[src/hw/rtl/sha256_stream_hasher_macros.svh]
// Assertion macros for the SHA-256 stream hasher.
// Included by the top level; the macros expect clk and rst_n in scope.
`ifndef SHA256_STREAM_HASHER_MACROS_SVH
`define SHA256_STREAM_HASHER_MACROS_SVH
`ifndef SYNTH
`define SHASH_ASSERT_IMP(lbl, ante, cons, msg) \
  lbl: assert property (@(posedge clk) disable iff (!rst_n) (ante) |-> (cons)) \
    else $error(msg);
`define SHASH_ASSERT_NXT(lbl, ante, cons, msg) \
  lbl: assert property (@(posedge clk) disable iff (!rst_n) (ante) |=> (cons)) \
    else $error(msg);
`else
`define SHASH_ASSERT_IMP(lbl, ante, cons, msg)
`define SHASH_ASSERT_NXT(lbl, ante, cons, msg)
`endif
`endif

[src/hw/rtl/shash_pkg.sv]
// Shared types, constants and helper functions for the SHA-256 stream hasher.
// No dependencies; used by shash_core and sha256_stream_hasher.
package shash_pkg;

  typedef logic [0:7][31:0]  hash_t;
  typedef logic [0:15][31:0] sched_t;

  localparam int unsigned RND_W = 6;
  localparam int unsigned CNT_W = 6;
  localparam int unsigned IDX_W = 3;

  localparam logic [RND_W-1:0] RND_LAST    = 6'd63;
  localparam logic [CNT_W-1:0] CNT_LAST    = 6'd63;
  localparam logic [CNT_W-1:0] LEN_POS     = 6'd56;
  localparam logic [IDX_W-1:0] WORD_LAST   = 3'd7;
  localparam logic [7:0]       PAD_MARK    = 8'h80;
  localparam logic [63:0]      BITS_PER_BYTE = 64'd8;

  localparam hash_t HASH_IV = {
    32'h6a09e667, 32'hbb67ae85, 32'h3c6ef372, 32'ha54ff53a,
    32'h510e527f, 32'h9b05688c, 32'h1f83d9ab, 32'h5be0cd19
  };

  localparam logic [0:63][31:0] ROUND_K = {
    32'h428a2f98, 32'h71374491, 32'hb5c0fbcf, 32'he9b5dba5, 32'h3956c25b,
    32'h59f111f1, 32'h923f82a4, 32'hab1c5ed5, 32'hd807aa98, 32'h12835b01,
    32'h243185be, 32'h550c7dc3, 32'h72be5d74, 32'h80deb1fe, 32'h9bdc06a7,
    32'hc19bf174, 32'he49b69c1, 32'hefbe4786, 32'h0fc19dc6, 32'h240ca1cc,
    32'h2de92c6f, 32'h4a7484aa, 32'h5cb0a9dc, 32'h76f988da, 32'h983e5152,
    32'ha831c66d, 32'hb00327c8, 32'hbf597fc7, 32'hc6e00bf3, 32'hd5a79147,
    32'h06ca6351, 32'h14292967, 32'h27b70a85, 32'h2e1b2138, 32'h4d2c6dfc,
    32'h53380d13, 32'h650a7354, 32'h766a0abb, 32'h81c2c92e, 32'h92722c85,
    32'ha2bfe8a1, 32'ha81a664b, 32'hc24b8b70, 32'hc76c51a3, 32'hd192e819,
    32'hd6990624, 32'hf40e3585, 32'h106aa070, 32'h19a4c116, 32'h1e376c08,
    32'h2748774c, 32'h34b0bcb5, 32'h391c0cb3, 32'h4ed8aa4a, 32'h5b9cca4f,
    32'h682e6ff3, 32'h748f82ee, 32'h78a5636f, 32'h84c87814, 32'h8cc70208,
    32'h90befffa, 32'ha4506ceb, 32'hbef9a3f7, 32'hc67178f2
  };

  typedef struct packed {
    logic [7:0] in_byte;
    logic       byte_present;
    logic       is_last;
  } in_t;

  typedef struct packed {
    logic [31:0]      digest_word;
    logic [IDX_W-1:0] word_index;
    logic             last_word;
  } out_t;

  typedef struct packed {
    logic       push;
    logic [7:0] push_byte;
    logic       start;
    logic       init;
  } core_ctl_t;

  typedef struct packed {
    logic busy;
    logic done;
  } core_sts_t;

  typedef enum logic [1:0] {
    CORE_IDLE,
    CORE_RND,
    CORE_ADD
  } core_state_t;

  typedef enum logic [2:0] {
    ST_IDLE,
    ST_START,
    ST_WAIT,
    ST_PAD,
    ST_OUT
  } seq_state_t;

  function automatic logic [31:0] ror32(input logic [31:0] v, input int unsigned s);
    ror32 = (v >> s) | (v << (32 - s));
  endfunction

  function automatic logic [31:0] big_sig0(input logic [31:0] x);
    big_sig0 = ror32(x, 2) ^ ror32(x, 13) ^ ror32(x, 22);
  endfunction

  function automatic logic [31:0] big_sig1(input logic [31:0] x);
    big_sig1 = ror32(x, 6) ^ ror32(x, 11) ^ ror32(x, 25);
  endfunction

  function automatic logic [31:0] small_sig0(input logic [31:0] x);
    small_sig0 = ror32(x, 7) ^ ror32(x, 18) ^ (x >> 3);
  endfunction

  function automatic logic [31:0] small_sig1(input logic [31:0] x);
    small_sig1 = ror32(x, 17) ^ ror32(x, 19) ^ (x >> 10);
  endfunction

endpackage

[src/hw/rtl/shash_core.sv]
// SHA-256 compression core: block shift register, message schedule window,
// one round per cycle, and the chaining value. Depends on shash_pkg.
module shash_core (
  input  logic                  clk,
  input  logic                  rst_n,
  input  shash_pkg::core_ctl_t  ctl,
  output shash_pkg::core_sts_t  sts,
  output shash_pkg::hash_t      hv
);

  shash_pkg::core_state_t         state_r, state_nxt;
  logic [shash_pkg::RND_W-1:0]    rnd_r, rnd_nxt;
  shash_pkg::sched_t              win_r, win_nxt;
  shash_pkg::hash_t               work_r, work_nxt;
  shash_pkg::hash_t               hv_r, hv_nxt;

  logic [31:0] w_new;
  logic [31:0] t1;
  logic [31:0] t2;
  logic [31:0] ch;
  logic [31:0] maj;

  // The block buffer doubles as the schedule window: bytes shift in during
  // gathering, and during rounds word 0 is always the current schedule word.
  assign w_new = win_r[0] + shash_pkg::small_sig0(win_r[1]) + win_r[9] +
                 shash_pkg::small_sig1(win_r[14]);

  assign ch  = (work_r[4] & work_r[5]) ^ (~work_r[4] & work_r[6]);
  assign maj = (work_r[0] & work_r[1]) ^ (work_r[0] & work_r[2]) ^
               (work_r[1] & work_r[2]);
  assign t1  = work_r[7] + shash_pkg::big_sig1(work_r[4]) + ch +
               shash_pkg::ROUND_K[rnd_r] + win_r[0];
  assign t2  = shash_pkg::big_sig0(work_r[0]) + maj;

  always_comb begin
    state_nxt = state_r;
    unique case (state_r)
      shash_pkg::CORE_IDLE: begin
        if (ctl.start) begin
          state_nxt = shash_pkg::CORE_RND;
        end
      end
      shash_pkg::CORE_RND: begin
        if (rnd_r == shash_pkg::RND_LAST) begin
          state_nxt = shash_pkg::CORE_ADD;
        end
      end
      shash_pkg::CORE_ADD: begin
        state_nxt = shash_pkg::CORE_IDLE;
      end
      default: begin
        state_nxt = shash_pkg::CORE_IDLE;
      end
    endcase
  end

  always_comb begin
    sts.busy = (state_r != shash_pkg::CORE_IDLE);
    sts.done = (state_r == shash_pkg::CORE_ADD);
  end

  always_comb begin
    rnd_nxt  = rnd_r;
    win_nxt  = win_r;
    work_nxt = work_r;
    hv_nxt   = hv_r;
    if (ctl.push) begin
      for (int i = 0; i < 15; i++) begin
        win_nxt[i] = {win_r[i][23:0], win_r[i+1][31:24]};
      end
      win_nxt[15] = {win_r[15][23:0], ctl.push_byte};
    end else if (state_r == shash_pkg::CORE_RND) begin
      for (int i = 0; i < 15; i++) begin
        win_nxt[i] = win_r[i+1];
      end
      win_nxt[15] = w_new;
    end
    if (ctl.start) begin
      rnd_nxt  = '0;
      work_nxt = hv_r;
    end else if (state_r == shash_pkg::CORE_RND) begin
      rnd_nxt     = rnd_r + 6'd1;
      work_nxt[7] = work_r[6];
      work_nxt[6] = work_r[5];
      work_nxt[5] = work_r[4];
      work_nxt[4] = work_r[3] + t1;
      work_nxt[3] = work_r[2];
      work_nxt[2] = work_r[1];
      work_nxt[1] = work_r[0];
      work_nxt[0] = t1 + t2;
    end
    if (ctl.init) begin
      hv_nxt = shash_pkg::HASH_IV;
    end else if (state_r == shash_pkg::CORE_ADD) begin
      for (int j = 0; j < 8; j++) begin
        hv_nxt[j] = hv_r[j] + work_r[j];
      end
    end
  end

  always_ff @(posedge clk) begin
    if (!rst_n) begin
      state_r <= shash_pkg::CORE_IDLE;
      hv_r    <= shash_pkg::HASH_IV;
    end else begin
      state_r <= state_nxt;
      hv_r    <= hv_nxt;
    end
  end

  always_ff @(posedge clk) begin
    rnd_r  <= rnd_nxt;
    win_r  <= win_nxt;
    work_r <= work_nxt;
  end

  assign hv = hv_r;

endmodule

[src/hw/rtl/sha256_stream_hasher.sv]
// SHA-256 stream hasher. Byte beats are taken one per cycle while in_ready is
// high; every 64th byte starts a compression (the start state, 64 rounds on the
// shared round unit, then the chaining add), during which in_ready is low. On
// the end mark the padding bytes go into the block one per cycle, followed by
// one or two compressions, and then the digest leaves as eight 32-bit beats,
// most significant word first. The round unit is what sets the rate. After the
// last digest beat the hasher is ready for the next message.
// Depends on shash_pkg, shash_core and sha256_stream_hasher_macros.svh.
`include "sha256_stream_hasher_macros.svh"

module sha256_stream_hasher (
  input  logic             clk,
  input  logic             rst_n,
  input  logic             in_valid,
  output logic             in_ready,
  input  shash_pkg::in_t   in_data,
  output logic             out_valid,
  input  logic             out_ready,
  output shash_pkg::out_t  out_data
);

  shash_pkg::seq_state_t         state_r, state_nxt;
  logic [shash_pkg::CNT_W-1:0]   cnt_r, cnt_nxt;
  logic [63:0]                   bitcnt_r, bitcnt_nxt;
  logic [shash_pkg::IDX_W-1:0]   oidx_r, oidx_nxt;
  logic                          last_pend_r, last_pend_nxt;
  logic                          pad_r, pad_nxt;
  logic                          pad80_r, pad80_nxt;
  logic                          zfill_r, zfill_nxt;

  shash_pkg::core_ctl_t ctl;
  shash_pkg::core_sts_t sts;
  shash_pkg::hash_t     hv;

  logic [5:0]  len_sh;
  logic [63:0] len_shift;
  logic        out_fire;
  logic        fills_block;

  shash_core u_core (
    .clk   (clk),
    .rst_n (rst_n),
    .ctl   (ctl),
    .sts   (sts),
    .hv    (hv)
  );

  // Length bytes go out most significant first at block positions 56..63.
  assign len_sh    = {3'd7 - cnt_r[2:0], 3'b000};
  assign len_shift = bitcnt_r >> len_sh;

  assign out_fire    = out_valid && out_ready;
  assign fills_block = in_data.byte_present && (cnt_r == shash_pkg::CNT_LAST);

  always_comb begin
    state_nxt = state_r;
    unique case (state_r)
      shash_pkg::ST_IDLE: begin
        if (in_valid) begin
          priority if (fills_block) begin
            state_nxt = shash_pkg::ST_START;
          end else if (in_data.is_last) begin
            state_nxt = shash_pkg::ST_PAD;
          end else begin
            state_nxt = shash_pkg::ST_IDLE;
          end
        end
      end
      shash_pkg::ST_START: begin
        state_nxt = shash_pkg::ST_WAIT;
      end
      shash_pkg::ST_WAIT: begin
        if (sts.done) begin
          priority if (pad_r && zfill_r) begin
            state_nxt = shash_pkg::ST_PAD;
          end else if (pad_r) begin
            state_nxt = shash_pkg::ST_OUT;
          end else if (last_pend_r) begin
            state_nxt = shash_pkg::ST_PAD;
          end else begin
            state_nxt = shash_pkg::ST_IDLE;
          end
        end
      end
      shash_pkg::ST_PAD: begin
        if (cnt_r == shash_pkg::CNT_LAST) begin
          state_nxt = shash_pkg::ST_START;
        end
      end
      shash_pkg::ST_OUT: begin
        if (out_ready && (oidx_r == shash_pkg::WORD_LAST)) begin
          state_nxt = shash_pkg::ST_IDLE;
        end
      end
      default: begin
        state_nxt = shash_pkg::ST_IDLE;
      end
    endcase
  end

  always_comb begin
    in_ready      = 1'b0;
    out_valid     = 1'b0;
    ctl           = '0;
    cnt_nxt       = cnt_r;
    bitcnt_nxt    = bitcnt_r;
    oidx_nxt      = oidx_r;
    last_pend_nxt = last_pend_r;
    pad_nxt       = pad_r;
    pad80_nxt     = pad80_r;
    zfill_nxt     = zfill_r;
    unique case (state_r)
      shash_pkg::ST_IDLE: begin
        in_ready = 1'b1;
        if (in_valid) begin
          last_pend_nxt = in_data.is_last;
          if (in_data.byte_present) begin
            ctl.push      = 1'b1;
            ctl.push_byte = in_data.in_byte;
            cnt_nxt       = cnt_r + 6'd1;
            bitcnt_nxt    = bitcnt_r + shash_pkg::BITS_PER_BYTE;
          end
          if (in_data.is_last && !fills_block) begin
            pad_nxt   = 1'b1;
            pad80_nxt = 1'b1;
          end
        end
      end
      shash_pkg::ST_START: begin
        ctl.start = 1'b1;
      end
      shash_pkg::ST_WAIT: begin
        if (sts.done) begin
          if (pad_r) begin
            zfill_nxt = 1'b0;
          end else if (last_pend_r) begin
            pad_nxt   = 1'b1;
            pad80_nxt = 1'b1;
          end
        end
      end
      shash_pkg::ST_PAD: begin
        ctl.push = 1'b1;
        priority if (pad80_r) begin
          ctl.push_byte = shash_pkg::PAD_MARK;
        end else if (!zfill_r && (cnt_r >= shash_pkg::LEN_POS)) begin
          ctl.push_byte = len_shift[7:0];
        end else begin
          ctl.push_byte = 8'h00;
        end
        // A marker that lands in the last eight positions pushes the length
        // into an extra all-zero block.
        if (pad80_r && (cnt_r >= shash_pkg::LEN_POS)) begin
          zfill_nxt = 1'b1;
        end
        pad80_nxt = 1'b0;
        cnt_nxt   = cnt_r + 6'd1;
      end
      shash_pkg::ST_OUT: begin
        out_valid = 1'b1;
        if (out_ready) begin
          oidx_nxt = oidx_r + 3'd1;
          if (oidx_r == shash_pkg::WORD_LAST) begin
            ctl.init      = 1'b1;
            bitcnt_nxt    = '0;
            cnt_nxt       = '0;
            pad_nxt       = 1'b0;
            last_pend_nxt = 1'b0;
          end
        end
      end
      default: begin
        in_ready = 1'b0;
      end
    endcase
  end

  always_comb begin
    out_data.digest_word = hv[oidx_r];
    out_data.word_index  = oidx_r;
    out_data.last_word   = (oidx_r == shash_pkg::WORD_LAST);
  end

  always_ff @(posedge clk) begin
    if (!rst_n) begin
      state_r     <= shash_pkg::ST_IDLE;
      cnt_r       <= '0;
      bitcnt_r    <= '0;
      oidx_r      <= '0;
      last_pend_r <= 1'b0;
      pad_r       <= 1'b0;
      pad80_r     <= 1'b0;
      zfill_r     <= 1'b0;
    end else begin
      state_r     <= state_nxt;
      cnt_r       <= cnt_nxt;
      bitcnt_r    <= bitcnt_nxt;
      oidx_r      <= oidx_nxt;
      last_pend_r <= last_pend_nxt;
      pad_r       <= pad_nxt;
      pad80_r     <= pad80_nxt;
      zfill_r     <= zfill_nxt;
    end
  end

  `SHASH_ASSERT_IMP(a_start_core_idle, ctl.start, !sts.busy, "compression started while busy")
  `SHASH_ASSERT_IMP(a_push_core_idle, ctl.push, !sts.busy, "byte pushed during compression")
  `SHASH_ASSERT_IMP(a_ready_core_idle, in_ready, !sts.busy && !out_valid, "ready while working")
  `SHASH_ASSERT_NXT(a_clean_restart, out_fire && out_data.last_word,
    (bitcnt_r == '0) && (cnt_r == '0) && (hv == shash_pkg::HASH_IV),
    "hasher did not return to the initial state after the digest")

endmodule

[config.mk]
export PLATFORM = sky130hd
export DESIGN_NAME = sha256_stream_hasher
export DESIGN_NICKNAME = d
export VERILOG_FILES = /design/src/hw/rtl/shash_pkg.sv /design/src/hw/rtl/shash_core.sv /design/src/hw/rtl/sha256_stream_hasher.sv
export VERILOG_INCLUDE_DIRS = /design/src /design/src/hw/rtl
export SDC_FILE = /design/constraint.sdc
export NUM_CORES = 2
export LEC_CHECK = 0
export BUFFER_PORTS_ARGS = -buffer_cell sky130_fd_sc_hd__clkbuf_2
export CAP_MARGIN = 20
export CORE_ASPECT_RATIO = 0.9
export CORE_MARGIN = 2
export CORE_UTILIZATION = 25
export DETAILED_ROUTE_END_ITERATION = 10
export HOLD_SLACK_MARGIN = 0.15
export PLACE_DENSITY = 0.49
export SKIP_CTS_REPAIR_TIMING = 1
export SYNTH_ARGS = -nofsm -noshare
export SYNTH_HDL_FRONTEND = slang
export SYNTH_SLANG_ARGS = --single-unit
[constraint.sdc]
create_clock -name clk -period 19.3 [get_ports clk]
set_input_delay 0.965 -clock clk [delete_from_list [all_inputs] [get_ports clk]]
set_output_delay 0.965 -clock clk [all_outputs]
set_load 0.005 [all_outputs]
## Word level (Yosys, flattened, before mapping)

Memory sizes are Yosys's and may differ from the RTL's.
Index checks and enable logic that the tools add are counted.

| word-level totals | value |
|---|---|
| register bits after elaboration | 1112 |
| bits in read-only memories | 2048 |
| input bits | 14 |
| memories | 1 |

Memories:

| memory | words | bits a word | rd ports | clocked after memory_dff | wr ports | line | RTL |
|---|---|---|---|---|---|---|---|
| (name not given) | 64 | 32 | 1 | 0 | 0 | shash_core.sv:32 | `shash_pkg::ROUND_K[rnd_r] + win_r[0];` |

| operators by class | value |
|---|---|
| $add $sub $neg | 23 |
| order comparisons | 3 |
| eq/ne operators | 23 |
| shifts and indexed selects | 1 |
| muxes and demuxes | 61 |
| bitwise gates (word level) | 30 |
| reductions and logical operators | 27 |

Operators with widths:

| operator | number |
|---|---|
| 2-to-1 mux 512 bit | 2 |
| adder 32 bit | 18 |
| 2-to-1 mux 256 bit | 2 |
| XOR 32 bit | 9 |
| 2-to-1 mux 64 bit | 4 |
| AND 32 bit | 5 |
| 2-to-1 mux 32 bit | 4 |
| one-hot mux 64 bit (2 select lines) | 1 |
| binary-select mux 32 bit (select 3 bit) | 1 |
| adder 64 x 4 -> 64 bit, second input constant | 1 |
| right shift 64 x 6 -> 8 bit | 1 |
| NOT 32 bit | 1 |
| OR 10 x 32 -> 32 bit | 1 |
| OR 13 x 32 -> 32 bit | 1 |
| OR 14 x 32 -> 32 bit | 1 |
| OR 15 x 32 -> 32 bit | 1 |
| OR 19 x 32 -> 32 bit | 1 |
| OR 21 x 32 -> 32 bit | 1 |
| OR 25 x 32 -> 32 bit | 1 |
| OR 26 x 32 -> 32 bit | 1 |
| OR 30 x 32 -> 32 bit | 1 |
| OR 7 x 32 -> 32 bit | 1 |
| XOR 32 x 22 -> 32 bit | 1 |
| XOR 32 x 29 -> 32 bit | 1 |
| 40 further kinds | 107 |

## Logic depth before layout (Yosys ltp)

| depth | value |
|---|---|
| depth in word-level cells | 10 |
| depth in mapped cells | 42 |
| gate-level depth less buffers | 40 |

## Cells and area by module

From an unflattened synthesis, not the netlist that was laid out.

| unflattened totals | value |
|---|---|
| cell total of the unflattened synthesis | 7206 |
| area, all modules | 75272.2 um^2 |

By module, submodules not included:

| module | times used | cells each | area each (um^2) |
|---|---|---|---|
| shash_core | 1 | 6557 | 69056.2 |
| sha256_stream_hasher | 1 | 649 | 6216.0 |

## Worst setup path after synthesis

No wires, ideal clock.

| timing path | value |
|---|---|
| path type | register to register |
| from | register u_core.rnd_r[1] (netlist name) |
| to | register u_core.work_r[255] (netlist name) (data pin) |
| setup time | 260 ps |
| arrival | 8775 ps |
| slack | 10265 ps |
| cell stages (with the launch flop) | 40 |
| path buffers | 2 |
| period minus slack after synthesis | 9035 ps |
| cells stage by stage | dfxtp_1 > clkbuf_1 > clkinv_1 > ha_1 > clkbuf_1 > nor2b_1 > nand2_1 > o21ai_0 > a21oi_1 > nand2b_1 > a221oi_1 > fa_1 > fa_1 > inv_1 > fa_1 > inv_1 > ha_1 > nor2b_1 > (+4 left out) > nand2b_1 > a21oi_1 > o21bai_1 > a21oi_1 > xnor2_1 > fa_1 > ha_1 > and4_1 > and2_1 > and3_1 > a21o_1 > a221o_1 > a211o_1 > a21o_1 > a21oi_1 > xnor2_1 > xnor2_1 > mux2_2 |

RTL lines:

| element | line | RTL |
|---|---|---|
| start: declaration | shash_core.sv:12 | `logic [shash_pkg::RND_W-1:0] rnd_r, rnd_nxt;` |
| start signal: assignment | shash_core.sv:112 | `rnd_r <= rnd_nxt;` |
| end signal: assignment | shash_core.sv:114 | `work_r <= work_nxt;` |
| end: declaration | shash_core.sv:14 | `shash_pkg::hash_t work_r, work_nxt;` |

==> results.md <==
* Sink Count at approximately 1,100
* CP most frequent cell: fa_1
* Critical Path Start: u_core.rnd_r[1]$_SDFFE_PP0P_
* Ports at between 50 and 60
* Die Area at 0.301 mm2
* Buffers added on ports at 51
* CP arrival at 11.35 ns
* Die Y at approximately 520 um
* Worst hold path type: in -> reg
* Initial Util at 0.252
* Seq/Total Area, Yosys at 0.403
* Number of synthesized register bits at about 1,100
* Final Skew at 0.0340 ns
* Critical R2R Launch: u_core.rnd_r[1]$_SDFFE_PP0P_
* Post-Syn Instances at around 8,300
* H-tree Lvls at 4
* Ys async rst share at 0
* Root Driver: clkbuf_16
* Reg clk slew, reported paths at 0.06 ns
* Setup crit end: u_core.work_r[255]$_DFFE_PP_
* Syn nets at roughly 8,900
* Critical path type: reg -> reg
* Crit Path Max Fanout at 24
* Final setup violation count at 0
* Post-synth cell types at 98
* Area delta synth->final at 11.2%
* Router iterations before antenna repair at 6
* RSZ-0062 raised after global routing: false
* Setup TNS Final at 0 ns
* Max_cap viols at 0
* Critical hold path startpoint: in_data[5]
* Worst-Skew Late Latency at 0.82 ns
* Post-DR vias/cell at 4.91
* Slowest CP cell: ha_1
* Fmax at 92.6 MHz
* CP endpoint kind: flop
* Initial DRC Count at 5,588
* Drt wl/cell at 21.0 um
* Synthesized area per cell at 8.92 um2
* Fin crit share at 0.559
* Total CTS buffers at 134
* Vias in the first global route at between 50,000 and 60,000
* Largest net degree at the start of global routing at 190
* Dpl hpwl at between 150 and 200 mm
* Global-route wire length before repair at 378 mm
* Most frequent cell after synthesis: nand2_1
* CP required at 19.86 ns
* GRT Util Overall at 0.165
* EDFF count, synth at 768
* RD Place Congestion at 0.906
* Longest Clk Path Bufs at 3
* Synthesis warning total at 0
* Routed wire length at 255 mm
* R2r endpoint: u_core.work_r[255]$_DFFE_PP_
* Mapped Area at 0.0742 mm2
* DRC errors left at 0
* Core area at between 0.2 and 0.3 mm2
* Worst Tran Pin Value at 1.28 ns
* Initial antenna violation count at 3
* Tmin final at between 10 and 15 ns
* Chip width at about 580 um
* Yosys top cell area share at 0.311
* Maximum single-stage delay on the critical path at 0.96 ns
* TritonCTS clock tree: done
* Largest area contributor in the netlist: edfxtp_1
* Post-route ant nets at 0
* Synth Flop Type: edfxtp_1
* CP startpoint kind: flop
* Final Slew Violations at 0
* Total gr overflow at 0
* Synth area leaders: edfxtp_1 31%, nand2_1 13%, dfxtp_1 9.2%
* Synth top cells by count: 2,519 x nand2_1, 768 x edfxtp_1, 531 x a21oi_1
* Layout cell share with drive strength beyond 1 at 0.0624
* Outcome: finished, final reports clean
* FF-to-FF path depth at 39
* Fillers at 31,100
* Final Hold Fails at 0
* Number of core rows at 189
* Slew margin rel. at 0.145
* R2R Setup Slk at 8.51 ns
* Fin nets at 8,705
* Vias at 59,600
[cell families after synthesis]
family / Yosys count / share of synthesized area
xor+xnor: 604 / 0.0713
fa+ha+maj: 616 / 0.123
compound gates: 1572 / 0.132
simple gates: 3487 / 0.195
buf+inv: 766 / 0.0388
mux: 170 / 0.0381
flops: 1109 / 0.403
[stage by stage]
step / utilization / worst slack, ns / cells / instance area, um2 / hold WS (ns)
after global placement: 0.265 / 8.58 / 11900 / 78300 / 0.475
after CTS: 0.280 / 8.54 / 12100 / 82500 / 0.417
after detailed placement: 0.265 / 8.57 / 11900 / 78300 / 0.482
final: 0.280 / 8.51 / 12100 / 82500 / 0.475
after global routing: 0.280 / 7.92 / 12100 / 82500 / 0.446
after floorplan: - / 10.26 / 8324 / 74200 / 0.434
[registers in the layout (all words and copies together) (netlist names)]
signal / flops
pad80_r: 1
u_core.win_r: 512
cnt_r: 6
state_r: 3
u_core.state_r: 2
pad_r: 1
zfill_r: 1
u_core.work_r: 256
u_core.hv: 256
bitcnt_r: 61
last_pend_r: 1
oidx_r: 3
u_core.rnd_r: 6
[worst min path at each step]
stage                                     end  slack, ns  cells past startpoint
2_1_floorplan  u_core.state_r[0]$_SDFFE_PN0P_       0.43                      1
3_3_place_gp      u_core.hv[246]$_SDFFE_PP0P_       0.47                      2
3_5_place_dp       u_core.hv[69]$_SDFFE_PP0P_       0.48                      2
4_1_cts             u_core.win_r[3]$_DFFE_PP_       0.42                      3
5_1_grt             u_core.win_r[0]$_DFFE_PP_       0.45                      3
6_report            u_core.win_r[3]$_DFFE_PP_       0.48                      3
[cell type report]
type	count	area [um2]	area share
repair buffers	125	886	0.0107
clock buffers	181	3590	0.0435
well taps	3915	4900	0.0594
inverters	280	1050	0.0127
diodes	5	12.5	0.000152
multi-input cells	6449	41500	0.503
clock inverters	60	633	0.00767
flip-flops and latches	1109	29900	0.362
[cell usage in the layout (no fill, tap or decap), types with 135 or more instances in the layout]
cell type / n
a21o_1: 145
a21oi_1: 530
clkbuf_16: 135
dfxtp_1: 334
edfxtp_1: 768
fa_1: 195
ha_1: 397
inv_1: 275
nand2_1: 2518
nand3_1: 146
nor2_1: 355
o21ai_0: 336
xnor2_1: 411
xor2_1: 193
[routing by layer]
| layer | GRT usage | share of wire | up-vias | routed length (um) |
|---|---|---|---|---|
| met5 | 0 | 0 | - | 0 |
| met1 | 0.238 | 0.47 | 29400 | 121000 |
| met4 | 0.0510 | 0.029 | 0 | 7410 |
| li1 | - | - | 28200 | - |
| met3 | 0.0229 | 0.054 | 287 | 13800 |
| met2 | 0.254 | 0.44 | 1679 | 113000 |
[critical path: cells and delay by family, from the launching register on]
kind                       cells  cell delay, ns
AOI/OAI and AO/OA             15            3.60
DFF                            1            0.30
xor gates and xnor gates       3            0.50
buffers and inverters          5            0.96
and+or+nand+nor                7            1.26
adders and majority gates      8            3.67
muxes                          1            0.27
Power is left out: the tool's default activity adds up to more than one toggle a clock period on the data nets, which glitch-free logic cannot reach.
